[config.mk]
export PLATFORM = sky130hd
export DESIGN_NAME = minmax_bucket_decimator_core_flat
export DESIGN_NICKNAME = d
export VERILOG_FILES = /design/src/rtl/core/mmbd_pkg.sv /design/src/rtl/core/mmbd_if.sv /design/src/rtl/core/minmax_bucket_decimator_core.sv /design/src/flat_wrapper.sv
export SDC_FILE = /design/constraint.sdc
export NUM_CORES = 1
export LEC_CHECK = 0
export ABC_AREA = 1
export BUFFER_PORTS_ARGS = -buffer_cell sky130_fd_sc_hd__buf_2
export CORE_ASPECT_RATIO = 1.5
export CORE_MARGIN = 4
export CORE_UTILIZATION = 50
export CTS_BUF_LIST = sky130_fd_sc_hd__clkbuf_16
export DETAILED_ROUTE_END_ITERATION = 10
export PLACE_DENSITY = 0.69
export SETUP_SLACK_MARGIN = 0.3
export SLEW_MARGIN = 15
export SYNTH_ARGS = -nofsm -noshare
export SYNTH_HDL_FRONTEND = slang
export SYNTH_SLANG_ARGS = --single-unit
[constraint.sdc]
create_clock -name clk -period 5.15 [get_ports clk]
set_clock_uncertainty 0.05 [all_clocks]
set_input_delay 1.03 -clock clk [delete_from_list [all_inputs] [get_ports clk]]
set_output_delay 1.03 -clock clk [all_outputs]
set_load 0.03 [all_outputs]
[src/rtl/core/mmbd_pkg.sv]
// shared types and constants for the min/max bucket decimator
package mmbd_pkg;
	localparam int unsigned SAMPLE_W = 64;
	localparam int unsigned CFG_W = 21;
	localparam logic [SAMPLE_W-1:0] GAP_BITS = 64'h7FF8_0000_0000_0000;
	localparam logic [10:0] EXP_ALL_ONES = 11'h7FF;

	typedef struct packed {
		logic [SAMPLE_W-1:0] sample_bits;
		logic                end_of_data;
	} in_beat_t;

	typedef struct packed {
		logic [SAMPLE_W-1:0] first_value;
		logic [SAMPLE_W-1:0] second_value;
		logic                is_gap;
	} out_beat_t;

	// a < b for finite binary64 patterns, -0 equal to +0
	function automatic logic f64_less(input logic [SAMPLE_W-1:0] a,
			input logic [SAMPLE_W-1:0] b);
		logic a_zero;
		logic b_zero;
		logic res;
		a_zero = (a[62:0] == 63'd0);
		b_zero = (b[62:0] == 63'd0);
		if (a_zero && b_zero) begin
			res = 1'b0;
		end else if (a[63] != b[63]) begin
			res = a[63];
		end else if (a[63]) begin
			res = (a[62:0] > b[62:0]);
		end else begin
			res = (a[62:0] < b[62:0]);
		end
		return res;
	endfunction
endpackage

[src/rtl/core/mmbd_if.sv]
// valid/ready channel carrying one payload beat
interface mmbd_if #(parameter type payload_t = logic) ();
	logic     valid;
	logic     ready;
	payload_t payload;
	modport source (output valid, output payload, input ready);
	modport sink (input valid, input payload, output ready);
endinterface

[src/rtl/core/minmax_bucket_decimator_core.sv]
// min/max envelope decimator over binary64 sample beats
//  channel  | dir | payload
//  in_ch    | in  | sample_bits, end_of_data
//  out_ch   | out | first_value, second_value, is_gap
//  cfg      | in  | cfg_we, cfg_wdata (bucket_width)
// one sample beat per cycle unless a closing beat stalls; fold logic sits
// between the input register and the extreme registers, a closed bucket
// lands in the result register, once its closing beat leaves the input register
// a closing beat held in the input register behind a waiting result stalls input
// reset sets width 1 and clears the open bucket.
module minmax_bucket_decimator_core #(
	parameter int unsigned MAX_BUCKET_WIDTH = 1048576
) (
	input  logic clk,
	input  logic arst_n,
	input  logic cfg_we,
	input  logic [mmbd_pkg::CFG_W-1:0] cfg_wdata,
	mmbd_if.sink   in_ch,
	mmbd_if.source out_ch
);
	localparam int unsigned POS_W = $clog2(MAX_BUCKET_WIDTH + 1);
	localparam int unsigned WW = (POS_W > mmbd_pkg::CFG_W) ? POS_W : mmbd_pkg::CFG_W;

	logic [mmbd_pkg::CFG_W-1:0] width_q;
	logic [WW-1:0] eff_w;
	logic [WW-1:0] wide_w;

	logic valid_s1;
	mmbd_pkg::in_beat_t beat_s1;
	logic [POS_W-1:0] pos_q, lo_pos_q, hi_pos_q;
	logic [mmbd_pkg::SAMPLE_W-1:0] lo_q, hi_q;
	logic seen_q;
	logic out_valid_q;
	mmbd_pkg::out_beat_t out_q;

	logic fire_s1, take_in, finite;
	logic [POS_W-1:0] lo_pos_n, hi_pos_n;
	logic [mmbd_pkg::SAMPLE_W-1:0] lo_n, hi_n;
	logic seen_n, close;
	logic [WW-1:0] pos_inc;
	mmbd_pkg::out_beat_t res;

	assign wide_w = WW'(width_q);
	always_comb begin
		if (wide_w == '0) begin
			eff_w = WW'(1);
		end else if (wide_w > WW'(MAX_BUCKET_WIDTH)) begin
			eff_w = WW'(MAX_BUCKET_WIDTH);
		end else begin
			eff_w = wide_w;
		end
	end

	assign fire_s1 = valid_s1 && (!close || !out_valid_q || out_ch.ready);
	assign in_ch.ready = !valid_s1 || fire_s1;
	assign take_in = in_ch.valid && in_ch.ready;

	always_comb begin
		finite = (beat_s1.sample_bits[62:52] != mmbd_pkg::EXP_ALL_ONES);
		lo_n = lo_q;
		hi_n = hi_q;
		lo_pos_n = lo_pos_q;
		hi_pos_n = hi_pos_q;
		seen_n = seen_q;
		if (finite) begin
			if (!seen_q) begin
				lo_n = beat_s1.sample_bits;
				hi_n = beat_s1.sample_bits;
				lo_pos_n = pos_q;
				hi_pos_n = pos_q;
				seen_n = 1'b1;
			end else begin
				if (mmbd_pkg::f64_less(beat_s1.sample_bits, lo_q)) begin
					lo_n = beat_s1.sample_bits;
					lo_pos_n = pos_q;
				end
				if (mmbd_pkg::f64_less(hi_q, beat_s1.sample_bits)) begin
					hi_n = beat_s1.sample_bits;
					hi_pos_n = pos_q;
				end
			end
		end
		pos_inc = WW'(pos_q) + WW'(1);
		close = beat_s1.end_of_data || (pos_inc >= eff_w);
		if (!seen_n) begin
			res.first_value = mmbd_pkg::GAP_BITS;
			res.second_value = mmbd_pkg::GAP_BITS;
			res.is_gap = 1'b1;
		end else if (hi_pos_n < lo_pos_n) begin
			res.first_value = hi_n;
			res.second_value = lo_n;
			res.is_gap = 1'b0;
		end else begin
			res.first_value = lo_n;
			res.second_value = hi_n;
			res.is_gap = 1'b0;
		end
	end

	always_ff @(posedge clk or negedge arst_n) begin
		if (!arst_n) begin
			width_q <= mmbd_pkg::CFG_W'(1);
			valid_s1 <= 1'b0;
			pos_q <= '0;
			seen_q <= 1'b0;
			out_valid_q <= 1'b0;
		end else begin
			if (cfg_we) begin
				width_q <= cfg_wdata;
			end
			if (in_ch.ready) begin
				valid_s1 <= in_ch.valid;
			end
			if (out_ch.ready) begin
				out_valid_q <= 1'b0;
			end
			if (fire_s1) begin
				if (close) begin
					pos_q <= '0;
					seen_q <= 1'b0;
					out_valid_q <= 1'b1;
				end else begin
					pos_q <= pos_inc[POS_W-1:0];
					seen_q <= seen_n;
				end
			end
		end
	end

	always_ff @(posedge clk) begin
		if (take_in) begin
			beat_s1 <= in_ch.payload;
		end
		if (fire_s1) begin
			lo_q <= lo_n;
			hi_q <= hi_n;
			lo_pos_q <= lo_pos_n;
			hi_pos_q <= hi_pos_n;
			if (close) begin
				out_q <= res;
			end
		end
	end

	assign out_ch.valid = out_valid_q;
	assign out_ch.payload = out_q;
endmodule

[src/flat_wrapper.sv]
// flat-port wrapper written by rule: the top's interface ports become plain ports
module minmax_bucket_decimator_core_flat 
#(
	parameter int unsigned MAX_BUCKET_WIDTH = 1048576
)
  (clk, arst_n, cfg_we, cfg_wdata, in_ch_valid, in_ch_payload, in_ch_ready, out_ch_valid, out_ch_payload, out_ch_ready);
  mmbd_if in_ch_i ();
  mmbd_if out_ch_i ();
  input  logic clk;
  input  logic arst_n;
  input  logic cfg_we;
  input  logic [mmbd_pkg::CFG_W-1:0] cfg_wdata;
  input wire logic [$bits(in_ch_i.valid)-1:0] in_ch_valid;
  input wire logic [$bits(in_ch_i.payload)-1:0] in_ch_payload;
  output wire logic [$bits(in_ch_i.ready)-1:0] in_ch_ready;
  output wire logic [$bits(out_ch_i.valid)-1:0] out_ch_valid;
  output wire logic [$bits(out_ch_i.payload)-1:0] out_ch_payload;
  input wire logic [$bits(out_ch_i.ready)-1:0] out_ch_ready;
  assign in_ch_i.valid = in_ch_valid;
  assign in_ch_i.payload = in_ch_payload;
  assign in_ch_ready = in_ch_i.ready;
  assign out_ch_valid = out_ch_i.valid;
  assign out_ch_payload = out_ch_i.payload;
  assign out_ch_i.ready = out_ch_ready;
  minmax_bucket_decimator_core #(.MAX_BUCKET_WIDTH(MAX_BUCKET_WIDTH)) u_core (.clk(clk), .arst_n(arst_n), .cfg_we(cfg_we), .cfg_wdata(cfg_wdata), .in_ch(in_ch_i), .out_ch(out_ch_i));
endmodule
==> results of run 1 <==
kinds of logic (layout without fill, tap and decap cells):
logic type | count (synthesis) | after routing | synth area share
and+or+nand+nor | 245 | 245 | 0.365
buffers and inverters | 56 | 78 | 0.0750
muxes | 12 | 12 | 0.0427
adders and majority gates | 22 | 22 | 0.0869
xor gates and xnor gates | 12 | 12 | 0.0427
AOI/OAI and AO/OA | 18 | 18 | 0.0296
other | 1 | 1 | 0.00118
DFF | 45 | 45 | 0.357
worst register-to-register path: stages, from the launching register on:
cell,delay (ns)
dfrtp_1,0.40
nor4_1,0.46
nand4_1,0.19
nand2_1,0.46
nand2_1,0.13
ha_1,0.33
nand2_1,0.10
inv_1,0.04
nand2_1,0.06
nand2_1,0.05
a21oi_1,0.11
nand2_1,0.06
nand2_1,0.12
buf_4,0.28
nand3_2,0.42
nand3_1,0.21
nand2_1,0.09
layout make-up:
class / count / area, um^2 / share of cell area
inverters: 40 / 150 / 0.0430
repair buffers: 30 / 155 / 0.0444
multi-input cells: 310 / 1800 / 0.515
well taps: 74 / 92.6 / 0.0265
flip-flops and latches: 45 / 1130 / 0.324
clock inverters: 3 / 37.5 / 0.0108
clock buffers: 5 / 125 / 0.0358
metrics by stage:
step | total power [mW] | setup slack (ns)
6_report | 0.897 | 0.698
5_1_grt | 0.947 | 0.440
3_3_place_gp | 0.546 | 1.03
4_1_cts | 0.905 | 0.671
3_5_place_dp | 0.548 | 0.997
2_1_floorplan | 0.501 | 1.61
power by group through the flow:
stage | clock network (mW) | registers (mW) | logic, mW
after global routing | 0.382 | 0.403 | 0.163
final | 0.356 | 0.400 | 0.141
after floorplan | 0 | 0.398 | 0.103
after CTS | 0.363 | 0.400 | 0.143
after detailed placement | 0 | 0.407 | 0.142
after global placement | 0 | 0.406 | 0.140
worst max path at each step:
stage | startpoint | endpoint | cells past startpoint
after floorplan | u_core.pos_q[0] | in_ch_ready | 18
after global placement | u_core.wide_w[13] | in_ch_ready | 14
after detailed placement | u_core.wide_w[13] | in_ch_ready | 16
after CTS | u_core.wide_w[13] | in_ch_ready | 16
after global routing | u_core.wide_w[9] | in_ch_ready | 16
final | u_core.wide_w[13] | in_ch_ready | 16
layer usage:
| layer | part of all wire | wire, um | global-route usage | up-vias |
|---|---|---|---|---|
| li1 | - | - | - | 1369 |
| met1 | 0.39 | 2840 | 0.222 | 1288 |
| met5 | 0 | 0 | 0 | - |
| met3 | 0.026 | 192 | 0.0305 | 20 |
| met4 | 0.030 | 215 | 0.0752 | 0 |
| met2 | 0.55 | 4000 | 0.389 | 51 |
cell usage in the layout, fill, tap and decap left out, types with 2 or more instances in the layout:
cell         n
inv_1       37
nor2_1      28
dfrtp_1     43
nand2_2      5
xor2_2       4
buf_2       28
nor2_2       3
mux2_2      12
nand3b_1     4
nand3_1     29
nand2_1    135
buf_4        2
xnor2_1      3
nor2_4       7
ha_1        22
a21oi_1      7
nand2_4      2
inv_2        4
nor4_1       3
o21ai_0     10
xor2_1       5
clkbuf_16    5
nand4_1     25
state kept, by name (all words and copies together), names as in the netlist:
signal	count
u_core.pos_q	21
u_core.wide_w	21
u_core.out_ch.valid	1
u_core.beat_s1	1
u_core.valid_s1	1
Yosys cell counts:
master    count
nand2_1     135
dfrtp_1      43
inv_1        36
nand3_1      29
nor2_1       28
nand4_1      25
ha_1         22
mux2_2       12
o21ai_0      10
a21oi_1       7
nor2_4        7
clkbuf_1      5
nand2_2       5
xor2_1        5
buf_2         4
buf_4         4
inv_2         4
nand3b_1      4
xor2_2        4
nor2_2        3
nor4_1        3
xnor2_1       3
clkbuf_4      2
nand2_4       2
a21oi_2       1
and2_1        1
buf_1         1
conb_1        1
dfstp_2       1
edfxtp_1      1
nand3_2       1
nor2_8        1
nor3_1        1
==> out/qor.csv, run 1 <==
stage;metric;value;unit
worst_setup_path;r2r_start;u_core.wide_w[13];
worst_setup_path;cp_max_fo;23;
placement;post-dp-hpwl;5670;um
logic_synthesis;ys_ff_latch;45;
logic_synthesis;synth_largest_area_cell;dfrtp_1;
hold_path;hold_start;u_core.wide_w[0];
logic_synthesis;ys_types;33;
timing;finalHoldViolations;0;
logic_synthesis;synth_nets;460;
placement;placed_cell_area;3330;um^2
logic_synthesis;synthTopCellsByArea;dfrtp_1 (34%), nand2_1 (16%), ha_1 (8.7%);
power;power_frac_clock;0.397;
global_routing;grt_max_degree;45;
logic_synthesis;syn-mean-instance-area;7.71;um^2
clock_tree;clkTransAtPathRegs;0.06;ns
cells_and_area;syn_to_final_growth;10.2;%
global_routing;grt_pass1_wl;12600;um
worst_setup_path;critPathMaxStageDelay;0.46;ns
drt;vias;2728;
logic_synthesis;yosysTopAreaCellShare;0.340;
worst_setup_path;crit_chain;nor4_1, nand4_1, nand2_1, nand2_1, ha_1, nand2_1, inv_2, nand2_1, nand2_1, nand2_1, nand2_1, a21oi_2, buf_4, nand2_1, nand3_1, buf_2;
power;swShare;0.270;
worst_setup_path;reg2reg_to;u_core.pos_q[16];
hold_path;hold_depth;2;
hold_path;hold_class;flip-flop to flip-flop;
timing;finalCritPeriodShare;0.864;
power;p_sw;0.243;mW
cells_and_area;stdcell_count;507;
cells_and_area;final_util;0.569;
clock_tree;cts-root-buf;clkbuf_16;
worst_setup_path;r2r_slack;1.47;ns
drt;postRouteAntennaNets;0;
clock_tree;cts_max_path_buffers;2;
power;power_frac_seq;0.446;
global_routing;grtUsageTotal;0.206;
drt;post-route-drc-count;0;
timing;tightestPinTransition;0.958;ns
timing;setup_viol;0;
placement;dp.cells;499;
placement;io_buffers;28;
timing;tns;0;ns
power;peakVddDrop;0.205;mV
global_routing;antenna_found_initial;0;
power;power_density;257;nW/um^2
run;cap_violations;0;
die;std_cell_rows;35;
die;die_x;73.0;um
logic_synthesis;netlist_area;3170;um^2
worst_setup_path;worstSetupPathType;flip-flop to primary output;
clock_tree;cts_resized;0;
cells_and_area;fill_cells;598;
timing;slew_headroom;0.361;
die;coreArea;6130;um^2
worst_setup_path;worst_path_max_delay_cell;nor4_1;
power;leakagePower;1.81;nW
die;dieArea;7700;um^2
logic_synthesis;ys_seq_area_frac;0.357;
drt;drt_iter0_drc;182;
drt;wl_per_cell;14.3;um
clock_tree;cts_setup_buffers;0;
cells_and_area;final_nets;481;
die;start_util;0.517;
drt;drt-vias-per-instance;5.38;
worst_setup_path;worst-endpoint-required;4.07;ns
power;p_int;0.654;mW
logic_synthesis;synthCells;411;
clock_tree;clk_latency;0.28;ns
cells_and_area;antenna_cells;0;
timing;fmax;225;MHz
worst_setup_path;crit_top_cell;nand2_1;
hold_path;min_to;u_core.wide_w[0];
worst_setup_path;reg2reg_depth;16;
timing;rsz0062_at_grt;false;
timing;drv_slew;0;
cells_and_area;drive_gt1_frac;0.178;
timing;fin_crit;4.45;ns
global_routing;grt_pass1_vias;2750;
worst_setup_path;crit_path_end_kind;primary output;
die;dieHeight;105;um
clock_tree;htreeDepth;2;
worst_setup_path;critPathLaunchType;flip-flop;
clock_tree;cts_buffers;5;
outcome;status;complete, no violations;
worst_setup_path;crit_family;simple AND/OR/NAND/NOR gates;
clock_tree;cts_hold_buf;0;
placement;place.gp.congestion;0.892;
drt;first_pass_iters;4;
worst_setup_path;crit_buf_inv;3;
die;io_pins;30;
timing;holdWs;0.460;ns
drt;drt_wl_total;7250;um
clock_tree;clock-sinks;45;
cells_and_area;fin_area;3490;um^2
worst_setup_path;crit_arrival;3.37;ns
logic_synthesis;yosys_warnings;0;
global_routing;overflow;0;
clock_tree;cts_tree;done;
power;p_comb_frac;0.157;
Note: power is estimated with default switching activity, not from simulation.
==> run 2: changes to the inputs <==
RECOVER_POWER = 25   (was not set)
==> run 2 against run 1 <==
Effect of this change: the flow now finishes with violations (capacitance limit, slew limit); first-iteration DRC count unchanged; core utilization about the same; clock power about the same; cell count unchanged; clock-buffer cell count unchanged; sequential cell count unchanged; non-clock buffer count unchanged; fmax about the same; highest routed layer unchanged.
==> out/qor.csv, run 2 (synthesis gave the netlist of run 1 again) <==
stage;metric;value;unit;change
clock_tree;clock-sinks;45;;unchanged
timing;timing.final.ws_setup;0.701;ns;+0.00221 ns
clock_tree;clk_latency;0.28;ns;about the same
global_routing;grt_pass1_wl;12600;um;unchanged
drt;drt_wl_total;7210;um;-0.55%
clock_tree;cts_buffers;5;;unchanged
clock_tree;htreeDepth;2;;unchanged
drt;drt-vias-per-instance;5.37;;-0.11%
cells_and_area;final_common_cell;nand2_1;;
worst_setup_path;worst-endpoint-required;4.07;ns;about the same
power;power.total;0.896;mW;about the same
worst_setup_path;worstSetupPathType;flip-flop to primary output;;
timing;finalCritPeriodShare;0.864;;about the same
timing;slew_headroom;-0.529;;-0.890
power;peakVddDrop;0.205;mV;about the same
placement;preCtsSetupSlack;0.997;ns;unchanged
drt;first_pass_iters;5;;+1
clock_tree;cts_setup_buffers;0;;unchanged
global_routing;overflow;0;;unchanged
placement;io_buffers;28;;unchanged
clock_tree;cts-root-buf;clkbuf_16;;
placement;placed_cell_area;3330;um^2;unchanged
clock_tree;cts_resized;0;;unchanged
timing;setup_viol;0;;unchanged
worst_setup_path;crit_start;u_core.wide_w[13];;
worst_setup_path;crit_path_end_kind;primary output;;
timing;fmax;225;MHz;about the same
hold_path;hold_start;u_core.wide_w[0];;
drt;post-route-drc-count;0;;unchanged
cells_and_area;fin_area;3490;um^2;about the same
timing;tightestPinTransition;2.29;ns;+1.34 ns
clock_tree;cts_max_path_buffers;2;;unchanged
cells_and_area;antenna_cells;0;;unchanged
die;io_pins;30;;unchanged
timing;holdWs;0.460;ns;unchanged
outcome;failed_checks;capacitance limit, slew limit;;
outcome;status;finished, violations left;;
drt;postRouteAntennaNets;0;;unchanged
timing;tns;0;ns;unchanged
drt;vias;2725;;-0.11%
timing;fin_crit;4.45;ns;-0.00221 ns
placement;post-dp-hpwl;5670;um;unchanged
clock_tree;cts_hold_buf;0;;unchanged
power;power_density;257;nW/um^2;about the same
drt;wl_per_cell;14.2;um;-0.55%
clock_tree;cts_tree;done;;
clock_tree;clkTransAtPathRegs;0.06;ns;about the same
die;dieHeight;105;um;unchanged
global_routing;grt_pass1_vias;2750;;unchanged
run;cap_violations;1;;+1
worst_setup_path;r2r_start;u_core.wide_w[13];;
cells_and_area;drive_gt1_frac;0.173;;-0.00462
placement;place.gp.congestion;0.892;;unchanged
placement;dp.cells;499;;unchanged
die;coreArea;6130;um^2;unchanged
cells_and_area;final_nets;481;;unchanged
cells_and_area;final_util;0.569;;about the same
die;die_x;73.0;um;unchanged
timing;drv_slew;45;;+45
die;dieArea;7700;um^2;unchanged
global_routing;antenna_found_initial;0;;unchanged
cells_and_area;layout_common_cells;nand2_1 (135), dfrtp_1 (43), inv_1 (37), nand3_1 (29), nor2_1 (28);;
die;start_util;0.517;;unchanged
worst_setup_path;crit_arrival;3.37;ns;about the same
cells_and_area;stdcell_count;507;;unchanged
global_routing;grt_max_degree;45;;unchanged
drt;drt_iter0_drc;182;;unchanged
worst_setup_path;cp_max_fo;23;;unchanged
cells_and_area;syn_to_final_growth;10.1;%;about the same
worst_setup_path;critPathLaunchType;flip-flop;;
hold_path;hold_class;flip-flop to flip-flop;;
power;leakagePower;1.80;nW;-0.30%
timing;finalHoldViolations;0;;unchanged
timing;rsz0062_at_grt;false;;
global_routing;grtUsageTotal;0.206;;unchanged
die;std_cell_rows;35;;unchanged
-- run 2: cell types whose count changed in the layout (fill, tap and decap cells not counted) --
cell | previous run | this run
buf_2 | 28 | 26
clkbuf_1 | 0 | 2
-- run 2: routing by layer --
layer / global-route usage / up-vias / share of wire
met3: 0.0305 / 20 / 0.036
met4: 0.0752 / 0 / 0.030
met5: 0 / - / 0
met1: 0.222 / 1277 / 0.38
met2: 0.389 / 59 / 0.55
li1: - / 1369 / -
-- run 2: layout make-up --
cell class                 instances  area [um^2]
inverter                          40          150
timing repair buffer              30          153
fill                             600         2640
clock buffer                       5          125
tap                               74         92.6
multi-input combinational        310         1800
clock inverter                     3         37.5
sequential                        45         1130
-- run 2: critical path: stages, from the launching register on --
cell     delay [ns]
dfrtp_1        0.40
nor4_1         0.46
nand4_1        0.19
nand2_1        0.46
nand2_1        0.12
ha_1           0.29
nand2_1        0.10
inv_2          0.05
nand2_1        0.05
nand2_1        0.04
nand2_1        0.05
nand2_1        0.05
a21oi_2        0.09
buf_4          0.27
nand2_1        0.11
nand3_1        0.11
buf_2          0.23
-- run 2: worst paths after layout --
path / to / slack (ns) / cells past startpoint
max in group asynchronous: u_core.pos_q[16] / 2.36 / 1
worst min-delay path: u_core.wide_w[0] / 0.46 / 2
worst max-delay path: in_ch_ready / 0.70 / 16
worst max register to register: u_core.pos_q[16] / 1.48 / 16
min in group asynchronous: u_core.wide_w[2] / 1.38 / 1
worst min register to register: u_core.wide_w[0] / 0.46 / 2
-- run 2: power breakdown --
| part | internal [mW] | switching (mW) |
|---|---|---|
| registers | 0.377 | 0.0233 |
| clock network | 0.225 | 0.130 |
| logic | 0.0519 | 0.0885 |
==> run 3: changes to the inputs <==
ABC_AREA = not set   (was 1)
PLACE_DENSITY = 0.7   (was 0.69)
==> run 3 against run 2 <==
Effect of this change: the run still ends with capacitance limit, slew limit left; synthesized cell count shrank 29%; critical path depth shrank 3; synthesized area shrank 12%; non-clock buffer count grew 6.
==> out/qor.csv, run 3 <==
stage;metric;value;unit;change
outcome;status;finished, violations left;;
outcome;failed_checks;capacitance limit, slew limit;;
timing;finalHoldViolations;0;;unchanged
die;std_cell_rows;33;;-5.7%
cells_and_area;final_nets;372;;-23%
global_routing;grt_max_degree;45;;unchanged
worst_setup_path;critPathMaxStageDelay;0.48;ns;+0.02 ns
timing;fin_crit;4.64;ns;+0.186 ns
logic_synthesis;synth_top_family_by_area;simple AND/OR/NAND/NOR gates;;
drt;first_pass_iters;4;;-1
worst_setup_path;r2r_slack;1.41;ns;-0.07 ns
cells_and_area;final_common_cell;nand2_1;;
drt;drt-vias-per-instance;5.60;;+4.2%
worst_setup_path;critPathLaunchType;flip-flop;;
clock_tree;cts_buffers;5;;unchanged
worst_setup_path;crit_top_cell;nand4_1;;
clock_tree;cts_hold_buf;0;;unchanged
clock_tree;clkTransAtPathRegs;0.06;ns;about the same
timing;setup_viol;0;;unchanged
logic_synthesis;yosysMostFrequentCell;nand2_1;;
hold_path;hold_class;flip-flop to flip-flop;;
timing;holdWs;0.469;ns;+0.00886 ns
worst_setup_path;worst_path_max_delay_cell;or3b_2;;
die;start_util;0.513;;-0.00388
worst_setup_path;reg2reg_to;u_core.pos_q[6];;
worst_setup_path;worst-endpoint-required;4.07;ns;about the same
worst_setup_path;worstSetupPathType;flip-flop to primary output;;
clock_tree;cts_max_path_buffers;2;;unchanged
logic_synthesis;synthFlopType;dfrtp_1;;
cells_and_area;layout_common_cells;nand2_1 (52), dfrtp_1 (42), buf_2 (26), mux2_2 (22), ha_1 (21);;
placement;dp.cells;380;;-24%
die;coreArea;5450;um^2;-11%
hold_path;hold_start;u_core.pos_q[18];;
logic_synthesis;ys_types;47;;+42%
power;power_density;284;nW/um^2;+10%
logic_synthesis;ys_seq_area_frac;0.405;;+0.0477
clock_tree;clock-sinks;45;;unchanged
placement;io_buffers;28;;unchanged
worst_setup_path;reg2reg_depth;16;;unchanged
timing;tightestPinTransition;2.32;ns;+0.0258 ns
timing;rsz0062_at_grt;false;;
clock_tree;clk_latency;0.28;ns;about the same
cells_and_area;drive_gt1_frac;0.238;;+0.0644
drt;postRouteAntennaNets;0;;unchanged
cells_and_area;antenna_cells;0;;unchanged
logic_synthesis;synth-async-reset-ratio;0.978;;unchanged
cells_and_area;fin_area;3200;um^2;-8.2%
timing;finalCritPeriodShare;0.900;;+0.0361
global_routing;grtUsageTotal;0.181;;-0.0254
logic_synthesis;synth_compound_gate_area_share;0.0837;;+0.0541
global_routing;grt_pass1_wl;10200;um;-19%
global_routing;antenna_found_initial;0;;unchanged
worst_setup_path;r2r_start;u_core.pos_q[0];;
power;leakagePower;1.55;nW;-14%
placement;post-dp-hpwl;4240;um;-25%
logic_synthesis;synth-edff-count;1;;unchanged
worst_setup_path;crit_path_end_kind;primary output;;
die;dieArea;6880;um^2;-11%
logic_synthesis;yosys-top-cells-count;nand2_1 (52), dfrtp_1 (43), ha_1 (22), mux2_2 (22), nand3_1 (19);;
logic_synthesis;yosys_warnings;0;;unchanged
logic_synthesis;yosysTopAreaCellShare;0.385;;+0.0453
cells_and_area;syn_to_final_growth;14.5;%;
run;cap_violations;1;;unchanged
logic_synthesis;synth_largest_area_cell;dfrtp_1;;
drt;drt_iter0_drc;107;;-41%
timing;tns;0;ns;unchanged
worst_setup_path;crit_chain;ha_2, nand2_1, nor3_4, nand3_2, or3_4, xnor2_1, ha_1, nand4_1, nor2_2, nand4_1, nand4_1, or3b_2, buf_2;;
timing;drv_slew;45;;unchanged
logic_synthesis;synthCells;291;;-29%
die;dieHeight;99.6;um;-5.6%
global_routing;grt_pass1_vias;2230;;-19%
clock_tree;cts_tree;done;;
drt;vias;2206;;-19%
logic_synthesis;muxShareOfSynthArea;0.0994;;+0.0567
drt;drt_wl_total;5780;um;-20%
placement;placed_cell_area;2990;um^2;-10%
hold_path;hold_depth;1;;-1
timing;fmax;216;MHz;-4.0%
worst_setup_path;cp_max_fo;6;;-74%
cells_and_area;stdcell_count;394;;-22%
logic_synthesis;synth_fa_ha_area_frac;0.0985;;+0.0116
die;io_pins;30;;unchanged
power;peakVddDrop;0.176;mV;-14%
global_routing;overflow;0;;unchanged
logic_synthesis;synth_nets;340;;-26%
placement;place.gp.congestion;0.844;;-5.4%
logic_synthesis;synthTopCellsByArea;dfrtp_1 (38%), ha_1 (9.8%), mux2_2 (8.9%);;
logic_synthesis;synth-xor-area-share;0.0501;;+0.00748
worst_setup_path;crit_arrival;3.56;ns;+0.19 ns
clock_tree;cts-root-buf;clkbuf_16;;
logic_synthesis;syn-mean-instance-area;9.61;um^2;+25%
die;die_x;69.1;um;-5.4%
logic_synthesis;ys_ff_latch;45;;unchanged
logic_synthesis;synth_simple_gate_area_frac;0.238;;-0.126
logic_synthesis;netlist_area;2800;um^2;-12%
timing;slew_headroom;-0.546;;-0.0172
hold_path;min_to;u_core.pos_q[18];;
drt;wl_per_cell;14.7;um;+3.3%
worst_setup_path;crit_start;u_core.pos_q[0];;
drt;post-route-drc-count;0;;unchanged
clock_tree;htreeDepth;2;;unchanged
-- run 3: cell types whose count changed in the layout (fill, tap and decap cells not counted), moves of 10 or more --
cell      delta
nand2_1     -83
inv_1       -31
nand4_1     -17
nor2_1      -16
nand2b_1    +12
mux2_2      +10
nand3_1     -10
-- run 3: what timing repair did --
| action | 4_1_cts | 5_1_grt |
|---|---|---|
| endpoints found under the setup margin | 1 | 1 |
| pin swaps | 2 | 3 |
| buffers inserted | 1 | 5 |
| gates resized for setup | 1 | 2 |
-- run 3: per-stage QoR --
step,util,worst slack (ns),total power [mW]
4_1_cts,0.580,0.321,0.916
3_5_place_dp,0.549,0.512,0.557
2_1_floorplan,-,0.946,0.508
3_3_place_gp,0.549,0.617,0.552
5_1_grt,0.587,0.258,0.955
6_report,0.587,0.515,0.908
-- run 3: critical path, delay by kind of cell, from the launching register on --
kind / cells / cell delay [ns]
simple gates: 9 / 1.97
fa+ha+maj: 2 / 0.55
flops: 1 / 0.41
buf+inv: 1 / 0.20
xor+xnor: 1 / 0.14
-- run 3: logic make-up (layout without fill, tap and decap cells) --
| family | count (synthesis) | count (layout) |
|---|---|---|
| XOR/XNOR | 16 | 16 |
| AO/OA/AOI/OAI | 35 | 35 |
| flip-flops | 45 | 45 |
| multiplexers | 25 | 25 |
| AND/OR/NAND/NOR | 131 | 131 |
| buffers and inverters | 16 | 49 |
| other | 1 | 1 |
| adder cells (fa/ha/maj) | 22 | 22 |
-- run 3: report_power, final --
part           internal, mW  switching, mW
Combinational        0.0641         0.0794
Clock                 0.226          0.131
Sequential            0.381         0.0274
Total                 0.671          0.238
-- run 3: layer usage --
metal | GRT usage | wire (um) | vias up
met5 | 0 | 0 | -
met4 | 0.0737 | 151 | 0
met3 | 0.0273 | 214 | 14
met2 | 0.307 | 2930 | 49
met1 | 0.230 | 2490 | 1057
li1 | - | - | 1086
-- run 3: worst max path at each step --
stage	slack [ns]	to	depth (start not counted)
after global placement	0.62	in_ch_ready	13
after detailed placement	0.51	in_ch_ready	13
final	0.51	in_ch_ready	13
after global routing	0.26	in_ch_ready	14
after floorplan	0.95	in_ch_ready	12
after CTS	0.32	in_ch_ready	13
-- run 3: area by class of cell --
cell class | count | area (um^2)
Tap cell | 70 | 87.6
Inverter | 5 | 18.8
Clock buffer | 5 | 125
Fill cell | 493 | 2250
Multi-Input combinational cell | 230 | 1600
Clock inverter | 3 | 37.5
Sequential cell | 45 | 1130
Timing Repair Buffer | 36 | 198
